==> src/rtl/mqcr_pkg.sv <==
`timescale 1ns / 1ps
// ----------------------------------------------------------------------------
// MQTT client receiver package
// Shared codes, defaults and the structures passed between the parser, the
// payload buffer and the top level.
// ----------------------------------------------------------------------------
package mqcr_pkg;

    // Default payload buffer size in bytes.
    localparam int BUF_BYTES_DEF = 256;

    // Input word kinds (carried on s_tuser).
    localparam logic [1:0] MODE_BYTE  = 2'd0;
    localparam logic [1:0] MODE_OPEN  = 2'd1;
    localparam logic [1:0] MODE_CLOSE = 2'd2;
    localparam logic [1:0] MODE_READ  = 2'd3;

    // Session states.
    localparam logic [1:0] SES_CLOSED     = 2'd0;
    localparam logic [1:0] SES_CONNECTING = 2'd1;
    localparam logic [1:0] SES_OPEN       = 2'd2;
    localparam logic [1:0] SES_CLOSING    = 2'd3;

    // Parser phases.
    localparam logic [1:0] PH_TYPE = 2'd0;
    localparam logic [1:0] PH_LEN1 = 2'd1;
    localparam logic [1:0] PH_LEN2 = 2'd2;
    localparam logic [1:0] PH_DATA = 2'd3;

    // Result event codes (carried on m_tuser).
    localparam logic [2:0] EV_NONE     = 3'd0;
    localparam logic [2:0] EV_CONNACK  = 3'd1;
    localparam logic [2:0] EV_PUBLISH  = 3'd2;
    localparam logic [2:0] EV_ANSWERED = 3'd3;
    localparam logic [2:0] EV_ACK      = 3'd4;
    localparam logic [2:0] EV_DUP      = 3'd5;
    localparam logic [2:0] EV_ERROR    = 3'd6;
    localparam logic [2:0] EV_READ     = 3'd7;

    // Packet type nibbles as they appear in the fixed header.
    localparam logic [3:0] PT_CONNACK  = 4'h2;
    localparam logic [3:0] PT_PUBLISH  = 4'h3;
    localparam logic [3:0] PT_PUBACK   = 4'h4;
    localparam logic [3:0] PT_PUBREC   = 4'h5;
    localparam logic [3:0] PT_PUBREL   = 4'h6;
    localparam logic [3:0] PT_PUBCOMP  = 4'h7;
    localparam logic [3:0] PT_SUBACK   = 4'h9;
    localparam logic [3:0] PT_UNSUBACK = 4'hB;
    localparam logic [3:0] PT_PINGRESP = 4'hD;

    // First bytes of the four-byte replies.
    localparam logic [7:0] RPL_PUBACK  = 8'h40;
    localparam logic [7:0] RPL_PUBREC  = 8'h50;
    localparam logic [7:0] RPL_PUBREL  = 8'h60;
    localparam logic [7:0] RPL_PUBCOMP = 8'h70;

    // One result word before the read data is merged in.
    typedef struct packed {
        logic [2:0]  event_res;
        logic        reply_valid;
        logic [7:0]  reply_type;
        logic [15:0] reply_id;
        logic [1:0]  pub_qos;
        logic        pub_retain;
        logic [7:0]  topic_length;
        logic [7:0]  msg_start;
        logic [7:0]  msg_length;
        logic        rd_hit;
        logic [1:0]  session;
    } result_t;

    // Payload buffer access for one accepted word.
    typedef struct packed {
        logic       we;
        logic [7:0] waddr;
        logic [7:0] wdata;
        logic       re;
        logic [7:0] raddr;
    } mem_cmd_t;

endpackage

==> src/rtl/mqtt_client_packet_receiver.sv <==
`timescale 1ns / 1ps
// ----------------------------------------------------------------------------
// MQTT client packet receiver
// Parses the server-to-client byte stream of an MQTT 3.1.1 session and
// reports one result word for every input word.
// ----------------------------------------------------------------------------
// Result: every input word gives its result word in the cycle after it is
// accepted; read-buffer words take their data from the buffer RAM's
// registered read port in that same cycle.
// Throughput: one word per cycle while m_tready drains the single output register.
// Reset: aresetn (synchronous, active low) closes the session and restarts
// the parser; the payload buffer is not cleared and holds garbage until written.
module mqtt_client_packet_receiver #(
    parameter int BUF_BYTES = mqcr_pkg::BUF_BYTES_DEF
) (
    input  logic        aclk,
    input  logic        aresetn,
    // Input channel.
    input  logic        s_tvalid,
    output logic        s_tready,
    input  logic [15:0] s_tdata,  // [7:0] rx_byte, [15:8] read_addr
    input  logic [1:0]  s_tuser,  // [1:0] mode
    // Result channel.
    output logic        m_tvalid,
    input  logic        m_tready,
    output logic [63:0] m_tdata,  // [0] reply_valid, [8:1] reply_type,
                                  // [24:9] reply_id, [26:25] pub_qos,
                                  // [27] pub_retain, [35:28] topic_length,
                                  // [43:36] msg_start, [51:44] msg_length,
                                  // [59:52] read_data, [61:60] session,
                                  // [63:62] zero
    output logic [2:0]  m_tuser   // [2:0] event_res
);

    localparam int AW = $clog2(BUF_BYTES);

    logic               in_accept;
    mqcr_pkg::result_t  res;
    mqcr_pkg::mem_cmd_t mem_cmd;
    mqcr_pkg::result_t  res_reg;
    logic               m_valid_reg;
    logic [7:0]         rd_data;
    logic [7:0]         read_data;

    // The output register advances whenever it is empty or being drained,
    // so a word can enter every cycle while results keep flowing.
    assign s_tready  = !m_valid_reg || m_tready;
    assign in_accept = s_tvalid && s_tready;

    // All framing and decode state; evaluates the accepted word and
    // produces its result together with the buffer access it needs.
    mqcr_parser #(
        .BUF_BYTES (BUF_BYTES)
    ) u_parser (
        .aclk      (aclk),
        .aresetn   (aresetn),
        .in_accept (in_accept),
        .mode      (s_tuser),
        .rx_byte   (s_tdata[7:0]),
        .read_addr (s_tdata[15:8]),
        .res       (res),
        .mem_cmd   (mem_cmd)
    );

    // Payload buffer. Writes land at the accepting edge; a read issued by a
    // later word therefore always sees them, and the read data register
    // only loads when a read word is accepted so it holds through stalls.
    mqcr_ram #(
        .WIDTH (8),
        .DEPTH (BUF_BYTES)
    ) u_buf (
        .aclk  (aclk),
        .we    (mem_cmd.we),
        .waddr (mem_cmd.waddr[AW-1:0]),
        .wdata (mem_cmd.wdata),
        .re    (mem_cmd.re),
        .raddr (mem_cmd.raddr[AW-1:0]),
        .rdata (rd_data)
    );

    always_ff @(posedge aclk) begin
        if (!aresetn) begin
            m_valid_reg <= 1'b0;
        end else if (s_tready) begin
            m_valid_reg <= s_tvalid;
        end
    end

    always_ff @(posedge aclk) begin
        if (in_accept) begin
            res_reg <= res;
        end
    end

    // Addresses beyond the buffer read as zero.
    assign read_data = (res_reg.event_res == mqcr_pkg::EV_READ && res_reg.rd_hit)
                       ? rd_data : 8'd0;

    assign m_tvalid = m_valid_reg;
    assign m_tuser  = res_reg.event_res;
    assign m_tdata  = {2'b00,
                       res_reg.session,
                       read_data,
                       res_reg.msg_length,
                       res_reg.msg_start,
                       res_reg.topic_length,
                       res_reg.pub_retain,
                       res_reg.pub_qos,
                       res_reg.reply_id,
                       res_reg.reply_type,
                       res_reg.reply_valid};

endmodule

==> src/rtl/mqcr_ram.sv <==
`timescale 1ns / 1ps
// ----------------------------------------------------------------------------
// Generic single-port-write RAM
// One write port and one read port with registered read data.
// ----------------------------------------------------------------------------
module mqcr_ram #(
    parameter int WIDTH = 8,
    parameter int DEPTH = 256
) (
    input  logic                     aclk,
    input  logic                     we,
    input  logic [$clog2(DEPTH)-1:0] waddr,
    input  logic [WIDTH-1:0]         wdata,
    input  logic                     re,
    input  logic [$clog2(DEPTH)-1:0] raddr,
    output logic [WIDTH-1:0]         rdata
);

    logic [WIDTH-1:0] mem_reg [DEPTH];
    logic [WIDTH-1:0] rdata_reg;

    always_ff @(posedge aclk) begin
        if (we) begin
            mem_reg[waddr] <= wdata;
        end
        if (re) begin
            rdata_reg <= mem_reg[raddr];
        end
    end

    assign rdata = rdata_reg;

endmodule

==> src/rtl/mqcr_parser.sv <==
`timescale 1ns / 1ps
// ----------------------------------------------------------------------------
// MQTT client receiver parser
// Session and packet framing state, payload buffer addressing and the
// end-of-packet decode, one input word per cycle while in_accept is high.
// ----------------------------------------------------------------------------
module mqcr_parser #(
    parameter int BUF_BYTES = mqcr_pkg::BUF_BYTES_DEF
) (
    input  logic               aclk,
    input  logic               aresetn,
    input  logic               in_accept,
    input  logic [1:0]         mode,
    input  logic [7:0]         rx_byte,
    input  logic [7:0]         read_addr,
    output mqcr_pkg::result_t  res,
    output mqcr_pkg::mem_cmd_t mem_cmd
);

    localparam logic [14:0] LEN_LIMIT = 15'(BUF_BYTES);
    localparam logic [8:0]  RD_LIMIT  = 9'(BUF_BYTES);

    logic [1:0]  ses_reg,   ses_next;
    logic [1:0]  ph_reg,    ph_next;
    logic [7:0]  type_reg,  type_next;
    logic [7:0]  len_reg,   len_next;
    logic [7:0]  fill_reg,  fill_next;
    logic [15:0] first_reg, first_next;
    logic [15:0] id_reg,    id_next;

    function automatic logic type_ok(input logic [3:0] nib);
        logic ok;
        ok = (nib == mqcr_pkg::PT_CONNACK)  || (nib == mqcr_pkg::PT_PUBLISH)  ||
             (nib == mqcr_pkg::PT_PUBACK)   || (nib == mqcr_pkg::PT_PUBREC)   ||
             (nib == mqcr_pkg::PT_PUBREL)   || (nib == mqcr_pkg::PT_PUBCOMP)  ||
             (nib == mqcr_pkg::PT_SUBACK)   || (nib == mqcr_pkg::PT_UNSUBACK) ||
             (nib == mqcr_pkg::PT_PINGRESP);
        return ok;
    endfunction

    always_comb begin
        logic        fail;
        logic        got;
        logic        fin;
        logic [14:0] glen;
        logic [8:0]  fill_inc;
        logic [16:0] id_hi_pos;
        logic [16:0] id_lo_pos;
        logic [16:0] fill_ext;
        logic [1:0]  qos;
        logic [7:0]  rem;
        logic [7:0]  start;

        ses_next   = ses_reg;
        ph_next    = ph_reg;
        type_next  = type_reg;
        len_next   = len_reg;
        fill_next  = fill_reg;
        first_next = first_reg;
        id_next    = id_reg;
        res        = '0;
        mem_cmd    = '0;
        fail       = 1'b0;
        got        = 1'b0;
        fin        = 1'b0;
        glen       = '0;
        fill_inc   = {1'b0, fill_reg} + 9'd1;
        fill_ext   = {9'd0, fill_reg};
        id_hi_pos  = {1'b0, first_reg} + 17'd2;
        id_lo_pos  = {1'b0, first_reg} + 17'd3;
        qos        = type_reg[2:1];
        rem        = '0;
        start      = '0;

        if (in_accept) begin
            unique case (mode)
                mqcr_pkg::MODE_BYTE: begin
                    if (ses_reg == mqcr_pkg::SES_CONNECTING ||
                        ses_reg == mqcr_pkg::SES_OPEN) begin
                        unique case (ph_reg)
                            mqcr_pkg::PH_TYPE: begin
                                if (type_ok(rx_byte[7:4])) begin
                                    type_next = rx_byte;
                                    ph_next   = mqcr_pkg::PH_LEN1;
                                end else begin
                                    fail = 1'b1;
                                end
                            end
                            mqcr_pkg::PH_LEN1: begin
                                if (rx_byte[7]) begin
                                    len_next = {1'b0, rx_byte[6:0]};
                                    ph_next  = mqcr_pkg::PH_LEN2;
                                end else begin
                                    got  = 1'b1;
                                    glen = {8'd0, rx_byte[6:0]};
                                end
                            end
                            mqcr_pkg::PH_LEN2: begin
                                got  = 1'b1;
                                glen = {rx_byte, len_reg[6:0]};
                            end
                            mqcr_pkg::PH_DATA: begin
                                mem_cmd.we    = 1'b1;
                                mem_cmd.waddr = fill_reg;
                                mem_cmd.wdata = rx_byte;
                                if (fill_reg == 8'd0) begin
                                    first_next = {rx_byte, 8'd0};
                                end else if (fill_reg == 8'd1) begin
                                    first_next = {first_reg[15:8], rx_byte};
                                end
                                // The packet identifier sits right after the topic;
                                // catch it as it streams past.
                                if (fill_ext == id_hi_pos) begin
                                    id_next[15:8] = rx_byte;
                                end
                                if (fill_ext == id_lo_pos) begin
                                    id_next[7:0] = rx_byte;
                                end
                                fill_next = fill_inc[7:0];
                                if (fill_inc >= {1'b0, len_reg}) begin
                                    fin = 1'b1;
                                end
                            end
                            default: ph_next = mqcr_pkg::PH_TYPE;
                        endcase
                    end
                end
                mqcr_pkg::MODE_OPEN: begin
                    ses_next = mqcr_pkg::SES_CONNECTING;
                    ph_next  = mqcr_pkg::PH_TYPE;
                end
                mqcr_pkg::MODE_CLOSE: begin
                    ses_next = mqcr_pkg::SES_CLOSED;
                    ph_next  = mqcr_pkg::PH_TYPE;
                end
                mqcr_pkg::MODE_READ: begin
                    res.event_res = mqcr_pkg::EV_READ;
                    res.rd_hit    = ({1'b0, read_addr} < RD_LIMIT);
                    mem_cmd.re    = 1'b1;
                    mem_cmd.raddr = read_addr;
                end
                default: ;
            endcase
        end

        // Remaining length complete.
        if (got) begin
            if (glen >= 15'd256 || glen > LEN_LIMIT) begin
                fail = 1'b1;
            end else begin
                len_next   = glen[7:0];
                fill_next  = 8'd0;
                first_next = 16'd0;
                id_next    = 16'd0;
                if (glen == 15'd0) begin
                    fin = 1'b1;
                end else begin
                    ph_next = mqcr_pkg::PH_DATA;
                end
            end
        end

        // Whole packet received: decode it.
        if (fin) begin
            ph_next = mqcr_pkg::PH_TYPE;
            unique case (type_reg[7:4])
                mqcr_pkg::PT_CONNACK: begin
                    if (ses_reg == mqcr_pkg::SES_CONNECTING && len_next == 8'd2 &&
                        first_next[7:0] == 8'd0) begin
                        ses_next      = mqcr_pkg::SES_OPEN;
                        res.event_res = mqcr_pkg::EV_CONNACK;
                    end else begin
                        fail = 1'b1;
                    end
                end
                mqcr_pkg::PT_PUBLISH: begin
                    if (ses_reg != mqcr_pkg::SES_OPEN || len_next < 8'd4) begin
                        fail = 1'b1;
                    end else if (type_reg[3]) begin
                        res.event_res = mqcr_pkg::EV_DUP;
                    end else if (first_next > {8'd0, len_next - 8'd2}) begin
                        fail = 1'b1;
                    end else begin
                        rem   = len_next - 8'd2 - first_next[7:0];
                        start = 8'd2 + first_next[7:0];
                        if (qos != 2'd0 && rem < 8'd2) begin
                            fail = 1'b1;
                        end else begin
                            if (qos != 2'd0) begin
                                rem             = rem - 8'd2;
                                start           = start + 8'd2;
                                res.reply_valid = 1'b1;
                                res.reply_type  = (qos == 2'd1) ? mqcr_pkg::RPL_PUBACK
                                                                : mqcr_pkg::RPL_PUBREC;
                                res.reply_id    = id_next;
                            end
                            res.event_res    = mqcr_pkg::EV_PUBLISH;
                            res.pub_qos      = qos;
                            res.pub_retain   = type_reg[0];
                            res.topic_length = first_next[7:0];
                            res.msg_start    = start;
                            res.msg_length   = rem;
                        end
                    end
                end
                mqcr_pkg::PT_PUBREC, mqcr_pkg::PT_PUBREL: begin
                    if (len_next == 8'd2) begin
                        res.event_res   = mqcr_pkg::EV_ANSWERED;
                        res.reply_valid = 1'b1;
                        res.reply_type  = (type_reg[7:4] == mqcr_pkg::PT_PUBREC)
                                          ? mqcr_pkg::RPL_PUBREL : mqcr_pkg::RPL_PUBCOMP;
                        res.reply_id    = first_next;
                    end else begin
                        fail = 1'b1;
                    end
                end
                mqcr_pkg::PT_PUBACK, mqcr_pkg::PT_PUBCOMP, mqcr_pkg::PT_SUBACK,
                mqcr_pkg::PT_UNSUBACK, mqcr_pkg::PT_PINGRESP: begin
                    res.event_res = mqcr_pkg::EV_ACK;
                end
                default: fail = 1'b1;
            endcase
        end

        if (fail) begin
            res           = '0;
            res.event_res = mqcr_pkg::EV_ERROR;
            ses_next      = mqcr_pkg::SES_CLOSING;
            ph_next       = mqcr_pkg::PH_TYPE;
        end

        res.session = ses_next;
    end

    always_ff @(posedge aclk) begin
        if (!aresetn) begin
            ses_reg   <= mqcr_pkg::SES_CLOSED;
            ph_reg    <= mqcr_pkg::PH_TYPE;
            type_reg  <= '0;
            len_reg   <= '0;
            fill_reg  <= '0;
            first_reg <= '0;
            id_reg    <= '0;
        end else begin
            ses_reg   <= ses_next;
            ph_reg    <= ph_next;
            type_reg  <= type_next;
            len_reg   <= len_next;
            fill_reg  <= fill_next;
            first_reg <= first_next;
            id_reg    <= id_next;
        end
    end

endmodule

==> config.mk <==
export PLATFORM = sky130hd
export DESIGN_NAME = mqtt_client_packet_receiver
export DESIGN_NICKNAME = d
export VERILOG_FILES = /design/src/rtl/mqcr_pkg.sv /design/src/rtl/mqtt_client_packet_receiver.sv /design/src/rtl/mqcr_ram.sv /design/src/rtl/mqcr_parser.sv
export SDC_FILE = /design/constraint.sdc
export NUM_CORES = 2
export LEC_CHECK = 0
export ABC_CLOCK_PERIOD_IN_PS = 13600
export BUFFER_PORTS_ARGS = -buffer_cell sky130_fd_sc_hd__buf_2
export CORE_MARGIN = 4
export CORE_UTILIZATION = 38
export CTS_BUF_LIST = sky130_fd_sc_hd__clkbuf_4
export DETAILED_ROUTE_END_ITERATION = 10
export PLACE_DENSITY = 0.55
export SYNTH_ARGS = -nofsm -noshare
export SYNTH_HDL_FRONTEND = slang
export SYNTH_SLANG_ARGS = --single-unit
==> constraint.sdc <==
create_clock -name aclk -period 13.6 [get_ports aclk]
set_input_delay 0.68 -clock aclk [delete_from_list [all_inputs] [get_ports aclk]]
set_output_delay 0.68 -clock aclk [all_outputs]
set_load 0.005 [all_outputs]
### Word level (Yosys, flattened, before mapping)

Memory sizes are Yosys's and may differ from the RTL's. A register that Yosys moved wholly into a read port is not among the register bits.
Index checks and enable logic that the tools add are counted.

* word-level logic and storage cells: 204
* memories: 1
* memory bits (writable): 2048
* register bits: 119
* input bits: 22

Memories
* u_buf.mem_reg: depth 256, bits a word 8, rd ports 1, clocked after Yosys merged registers in 1, wr ports 1, line mqcr_ram.sv:19 `logic [WIDTH-1:0] mem_reg [DEPTH];`

* mux-type cells: 103
* add/sub/neg operators: 8
* equal/unequal tests: 33
* bitwise logic cells: 3
* magnitude comparators: 6
* reductions and logical operators: 31

Operator list (number)
* $mux 55: 4
* $mux 16: 13
* $mux 8: 19
* $mux 52: 1
* $mux 17: 3
* $pmux 25 s2: 1
* $mux 15: 3
* $add 16x2->17 const B: 2
* $eq 8x17->1: 2
* $eq 4x3->1 const B: 8
* $pmux 15 s2: 1
* $mux 1: 29
* $mux 28: 1
* $mux 27: 1
* $mux 26: 1
* $mux 25: 1
* $eq 4x4->1 const B: 6
* $mux 2: 12
* $eq 4x2->1 const B: 4
* $gt 16x8->1: 1
* $logic_not 8->1: 2
* $sub 8x2->8 const B: 2
* $ge 15x9->1 const B: 1
* $gt 15x9->1 const B: 1
* 33 further kinds: 65

### Depth between registers and ports, before layout

* word-level depth: 23
* mapped depth: 25
* depth with buffers taken out: 22

### Hierarchy

From an unflattened synthesis, not the netlist that was laid out.

* cells, all modules: 4753
* area, all modules: 88517.4 um2

By module, submodules not included
* mqcr_ram: area an instance 79636.4 um2, cells each 3733, instances 1
* mqcr_parser: area an instance 6580.1 um2, cells each 888, instances 1
* mqtt_client_packet_receiver: area an instance 2301.0 um2, cells each 132, instances 1

### Worst setup path after synthesis

No wires, ideal clock.

* kind: input to register
* from: in s_tuser[1]
* to: mem u_buf.mem_reg[0][0], data pin
* library setup time: 0.869 ns
* data required time: 12.731 ns
* cell stages on the path: 7
* slack: 7.735 ns
* data arrival time: 4.996 ns
* path through: inv_1 > ha_1 > nor2b_1 > and4_1 > buf_2 > clkbuf_1 > and2_1

RTL lines
* from (decl): line mqtt_client_packet_receiver.sv:22 `input logic [1:0] s_tuser,`
* to (decl): line mqcr_ram.sv:19

### Worst setup path in the final report

* from: reg u_parser.ses_reg[0]
* to: reg res_reg, in the netlist m_tdata[47], data pin

* word-level cells in the longest chain between the ends: 20

RTL lines
* from (decl): line mqcr_parser.sv:23 `logic [1:0] ses_reg, ses_next;`
* from (signal assigned): line mqcr_parser.sv:237 `ses_reg <= mqcr_pkg::SES_CLOSED;`
* from (signal assigned): line mqcr_parser.sv:245 `ses_reg <= ses_next;`
* $eq 2x1->1 or $eq 2x2->1 (tied branches): line mqcr_parser.sv:78, mqcr_parser.sv:168, mqcr_parser.sv:79
* $logic_or 1x1->1: line mqcr_parser.sv:78 `if (ses_reg == mqcr_pkg::SES_CONNECTING ||`
* $mux 15: line mqcr_parser.sv:78
* $mux 15: line mqcr_parser.sv:76 `unique case (mode)`
* $mux 15: line mqcr_parser.sv:75 `if (in_accept) begin`
* $ge 15x9->1 or $gt 15x9->1 (tied branches): line mqcr_parser.sv:148 `if (glen >= 15'd256 || glen > LEN_LIMIT) begin`
* $logic_or 1x1->1: line mqcr_parser.sv:148
* $mux 8: line mqcr_parser.sv:148
* (+4 left out)
* $logic_and 1x1->1: line mqcr_parser.sv:186 `if (qos != 2'd0 && rem < 8'd2) begin`
* $mux 1: line mqcr_parser.sv:186
* $mux 1: line mqcr_parser.sv:181 `end else if (first_next > {8'd0, len_next - 8'd2}) begin`
* $mux 1: line mqcr_parser.sv:179 `end else if (type_reg[3]) begin`
* $mux 1: line mqcr_parser.sv:177 `if (ses_reg != mqcr_pkg::SES_OPEN || len_next < 8'd4) begin`
* $pmux 1 s4: line mqcr_parser.sv:166 `unique case (type_reg[7:4])`
* $mux 1: line mqcr_parser.sv:164 `if (fin) begin`
* $reduce_or 7->1 (no line)
* to (signal assigned): line mqtt_client_packet_receiver.sv:91 `res_reg <= res;`
* to (decl): line mqtt_client_packet_receiver.sv:40 `mqcr_pkg::result_t res_reg;`

Several ways; a longest one is shown, not always the timed one.
A chain may end at the register's enable or synchronous reset.

==> results.yml <==
outcome:
  outcome: "complete, no violations"
power_and_ir_drop:
  finalPower_w: 0.0134
  peakVddDrop_uv: 88.5
  powerDensity_nw_per_um2: 133
  leakagePower_nw: 28.7
worst_setup_path:
  required_ns: 14.64
  r2r_slack_ns: 6.44
  worstSetupEndpointType: "register"
  r2r-end: "m_tdata[47]"
  cp.arrival_ns: 8.20
  worst_setup_path_start_kind: "register"
  reg2reg_depth: 21
  worstPathMaxFanout: 25
  reg2reg_from: "u_parser.ses_reg[0]"
  worst-setup-path-type: "register to register"
timing:
  finalSetupViolations: 0
  fin_skew_ns: 0.119
  relSlewSlack_pct: 3.13
  max_freq_mhz: 140
  maxSlewViolCount: 0
  fin_crit_sh_pct: 52.7
  tns_ns: 0
  worstMarginPinSlew_ns: 1.45
  rsz0062_at_grt: "no"
  hold_viol: 0
  final.min_clock_period_ns: 7.16
  setup_slack_ns: 6.44
cts:
  cts.path.max_buffers: 4
  cts_made_buffers: 586
  cts_tree: "yes"
  postCtsHoldBufs: 20
  htreeDepth: 6
  clk_latency_ns: 1.44
  postCtsSetupBuffers: 0
  clockRootBuffer: "clkbuf_4"
  cts_resized: 0
  clkSinkCount: 2168
  clk_pin_slew_ns: 0.07
min_path:
  hold_path_end: "u_buf.rdata[2]"
  worstHoldStart: "s_tdata[15]"
  hp-class: "primary input to register"
  hold_depth: 5
cells_and_area:
  largest_reg_flops: 2048
  layout.nets: 6789
  fillers: 21300
  multi_input_area_um2: 22600
  final_util_pct: 43.0
  drive_above_1_share_pct: 18.7
  syn2layout_area_growth_pct: 12.1
  seqCellArea_um2: 64500
detailed_routing:
  vias_per_cell: 5.92
  drtIter0Drc: 8098
  dr.pass1.iters: 7
  ant_nets: 0
  drc: 0
  vias: 60700
  routedWlPerCell_um: 30.3
  drt-total-wl_mm: 311
global_route:
  grt_overflow: 0
  antenna_found_initial: 20
  grt_pass1_vias: 58000
  grt_max_degree: 196
  track_usage_pct: 24.8
  grt_first_pass_wirelength_mm: 437
yosys:
  synth_flop_cell: "edfxtp_1"
  synth_warnings: 0
  seq_area_frac_synth_pct: 72.0
  post_synth_inst_count: 6365
  synthDistinctLibCells: 97
  async_reset_ff_share_pct: 0
  synthesis.area_um2: 89600
  avgSynthCellArea_um2: 14.1
  yosys_register_bits: 2168
  synth_edf_count: 2107
floorplanning:
  core_um2: 234000
  die-width_um: 493
  die_area_um2: 244000
  initial_utilization_pct: 38.3
  die_h_um: 493
  io_pins: 91
  rows: 177
placement:
  dp_hpwl_mm: 187
  dp_slack_ns: 6.04
  gp_congestion: 0.904
  portBuffers: 83
flow_run:
  maxCapViolations: 0
==> worst max-delay path by stage <==
stage | from | cells after the start | to
final | u_parser.ses_reg[0] | 21 | m_tdata[47]
after global routing | u_parser.ses_reg[0] | 21 | m_tdata[39]
after CTS | m_tvalid | 21 | m_tdata[39]
after detailed placement | m_tready | 22 | m_tdata[49]
after floorplan | s_tuser[1] | 7 | u_buf.mem_reg[0][0]
after global placement | m_tready | 22 | m_tdata[28]
==> power by group <==
part | switching, W | total (W) | internal [W]
Sequential | 0.00000366 | 0.00723 | 0.00722
Clock | 0.00270 | 0.00578 | 0.00308
Combinational | 0.000272 | 0.000350 | 0.0000781
Total | 0.00298 | 0.0134 | 0.0104
==> layer usage <==
| layer | track usage [%] | vias to the layer above | wire length, µm |
|---|---|---|---|
| li1 | - | 25400 | - |
| met2 | 37.3 | 3825 | 138000 |
| met1 | 33.9 | 30700 | 123000 |
| met5 | 0 | - | 28 |
| met3 | 6.15 | 694 | 33900 |
| met4 | 11.9 | 4 | 15400 |
==> Yosys cell counts, types with 19 or more instances <==
master,n,share of area (%)
a211oi_1,46,0.39
a21oi_1,212,1.2
a22oi_1,46,0.39
a31oi_1,81,0.57
a32oi_1,58,0.57
and2_1,47,0.33
and3_1,19,0.13
buf_1,53,0.22
buf_2,169,0.94
buf_4,70,0.59
clkbuf_1,196,0.82
dfxtp_1,61,1.4
edfxtp_1,2107,71
ha_1,47,0.66
inv_1,61,0.26
mux2i_1,159,1.8
mux4_2,106,2.7
nand2_1,673,2.8
nand2b_1,101,0.71
nand3_1,210,1.2
nand4_1,66,0.46
nor2_1,676,2.8
nor3_1,118,0.66
nor4_1,23,0.16
o211ai_1,61,0.51
o21ai_0,231,1.3
o221ai_1,53,0.52
o22ai_1,206,1.4
or2_2,19,0.13
or3_1,44,0.31
xnor2_1,33,0.32
xor2_1,20,0.20
==> final cells by class <==
| type | count | share of cell area, % |
|---|---|---|
| Timing Repair Buffer | 258 | 1.88 |
| Antenna cell | 16 | 0.0399 |
| Clock inverter | 104 | 0.700 |
| Tap cell | 3132 | 3.90 |
| Inverter | 63 | 0.241 |
| Multi-Input combinational cell | 3642 | 22.6 |
| Sequential cell | 2168 | 64.2 |
| Clock buffer | 862 | 6.45 |
==> stage by stage <==
step | std cells | instance area [µm²] | hold WS, ns
3_3_place_gp | 9243 | 93000 | 0.480
4_1_cts | 10200 | 100000 | 0.0523
3_5_place_dp | 9243 | 93000 | 0.489
6_report | 10200 | 100000 | 0.189
2_1_floorplan | 6371 | 89600 | 0.454
5_1_grt | 10200 | 100000 | 0.141
==> critical path, stage by stage (launching register included) <==
cell and delay [ns]:
dfxtp_1 0.36, inv_1 0.06, ha_1 0.38, nor2b_1 0.23, nand3_1 0.23, nor3b_2 0.67, a21boi_0 0.29, a22oi_1 0.65
ha_1 0.26, inv_1 0.07, or3_1 0.38, xor2_1 0.23, inv_1 0.08, ha_1 0.34, o21a_1 0.14, o21ai_0 0.06
a32oi_1 0.21, xnor2_1 0.21, o2111ai_1 0.21, o311ai_0 0.80, or3_1 0.81, nor2_1 0.13
==> cell families after synthesis <==
logic type	share of synthesized area (%)
AOI/OAI and AO/OA	8.64
xor gates and xnor gates	0.518
adders and majority gates	0.679
buffers and inverters	2.95
DFF	72.0
muxes	4.76
other	0.00419
and+or+nand+nor	10.4
==> placed cells by master (no fill, tap or decap), types with 20 or more instances in the layout <==
| cell type | count |
|---|---|
| nor4_1 | 21 |
| mux4_2 | 106 |
| o22ai_1 | 206 |
| mux2i_1 | 159 |
| inv_1 | 60 |
| o21ai_0 | 231 |
| o211ai_1 | 61 |
| xnor2_1 | 33 |
| dfxtp_1 | 61 |
| edfxtp_1 | 2107 |
| buf_2 | 81 |
| clkbuf_4 | 862 |
| o221ai_1 | 53 |
| a31oi_1 | 81 |
| a21oi_1 | 212 |
| or3_1 | 44 |
| nand3_1 | 208 |
| nor3_1 | 115 |
| clkinv_1 | 73 |
| nand2b_1 | 101 |
| a22oi_1 | 46 |
| dlygate4sd3_1 | 20 |
| nand4_1 | 66 |
| nor2_1 | 669 |
| a32oi_1 | 58 |
| nand2_1 | 671 |
| ha_1 | 47 |
| buf_4 | 148 |
| and2_1 | 39 |
| a211oi_1 | 46 |
| xor2_1 | 20 |
(Power assumes the default switching activity.)
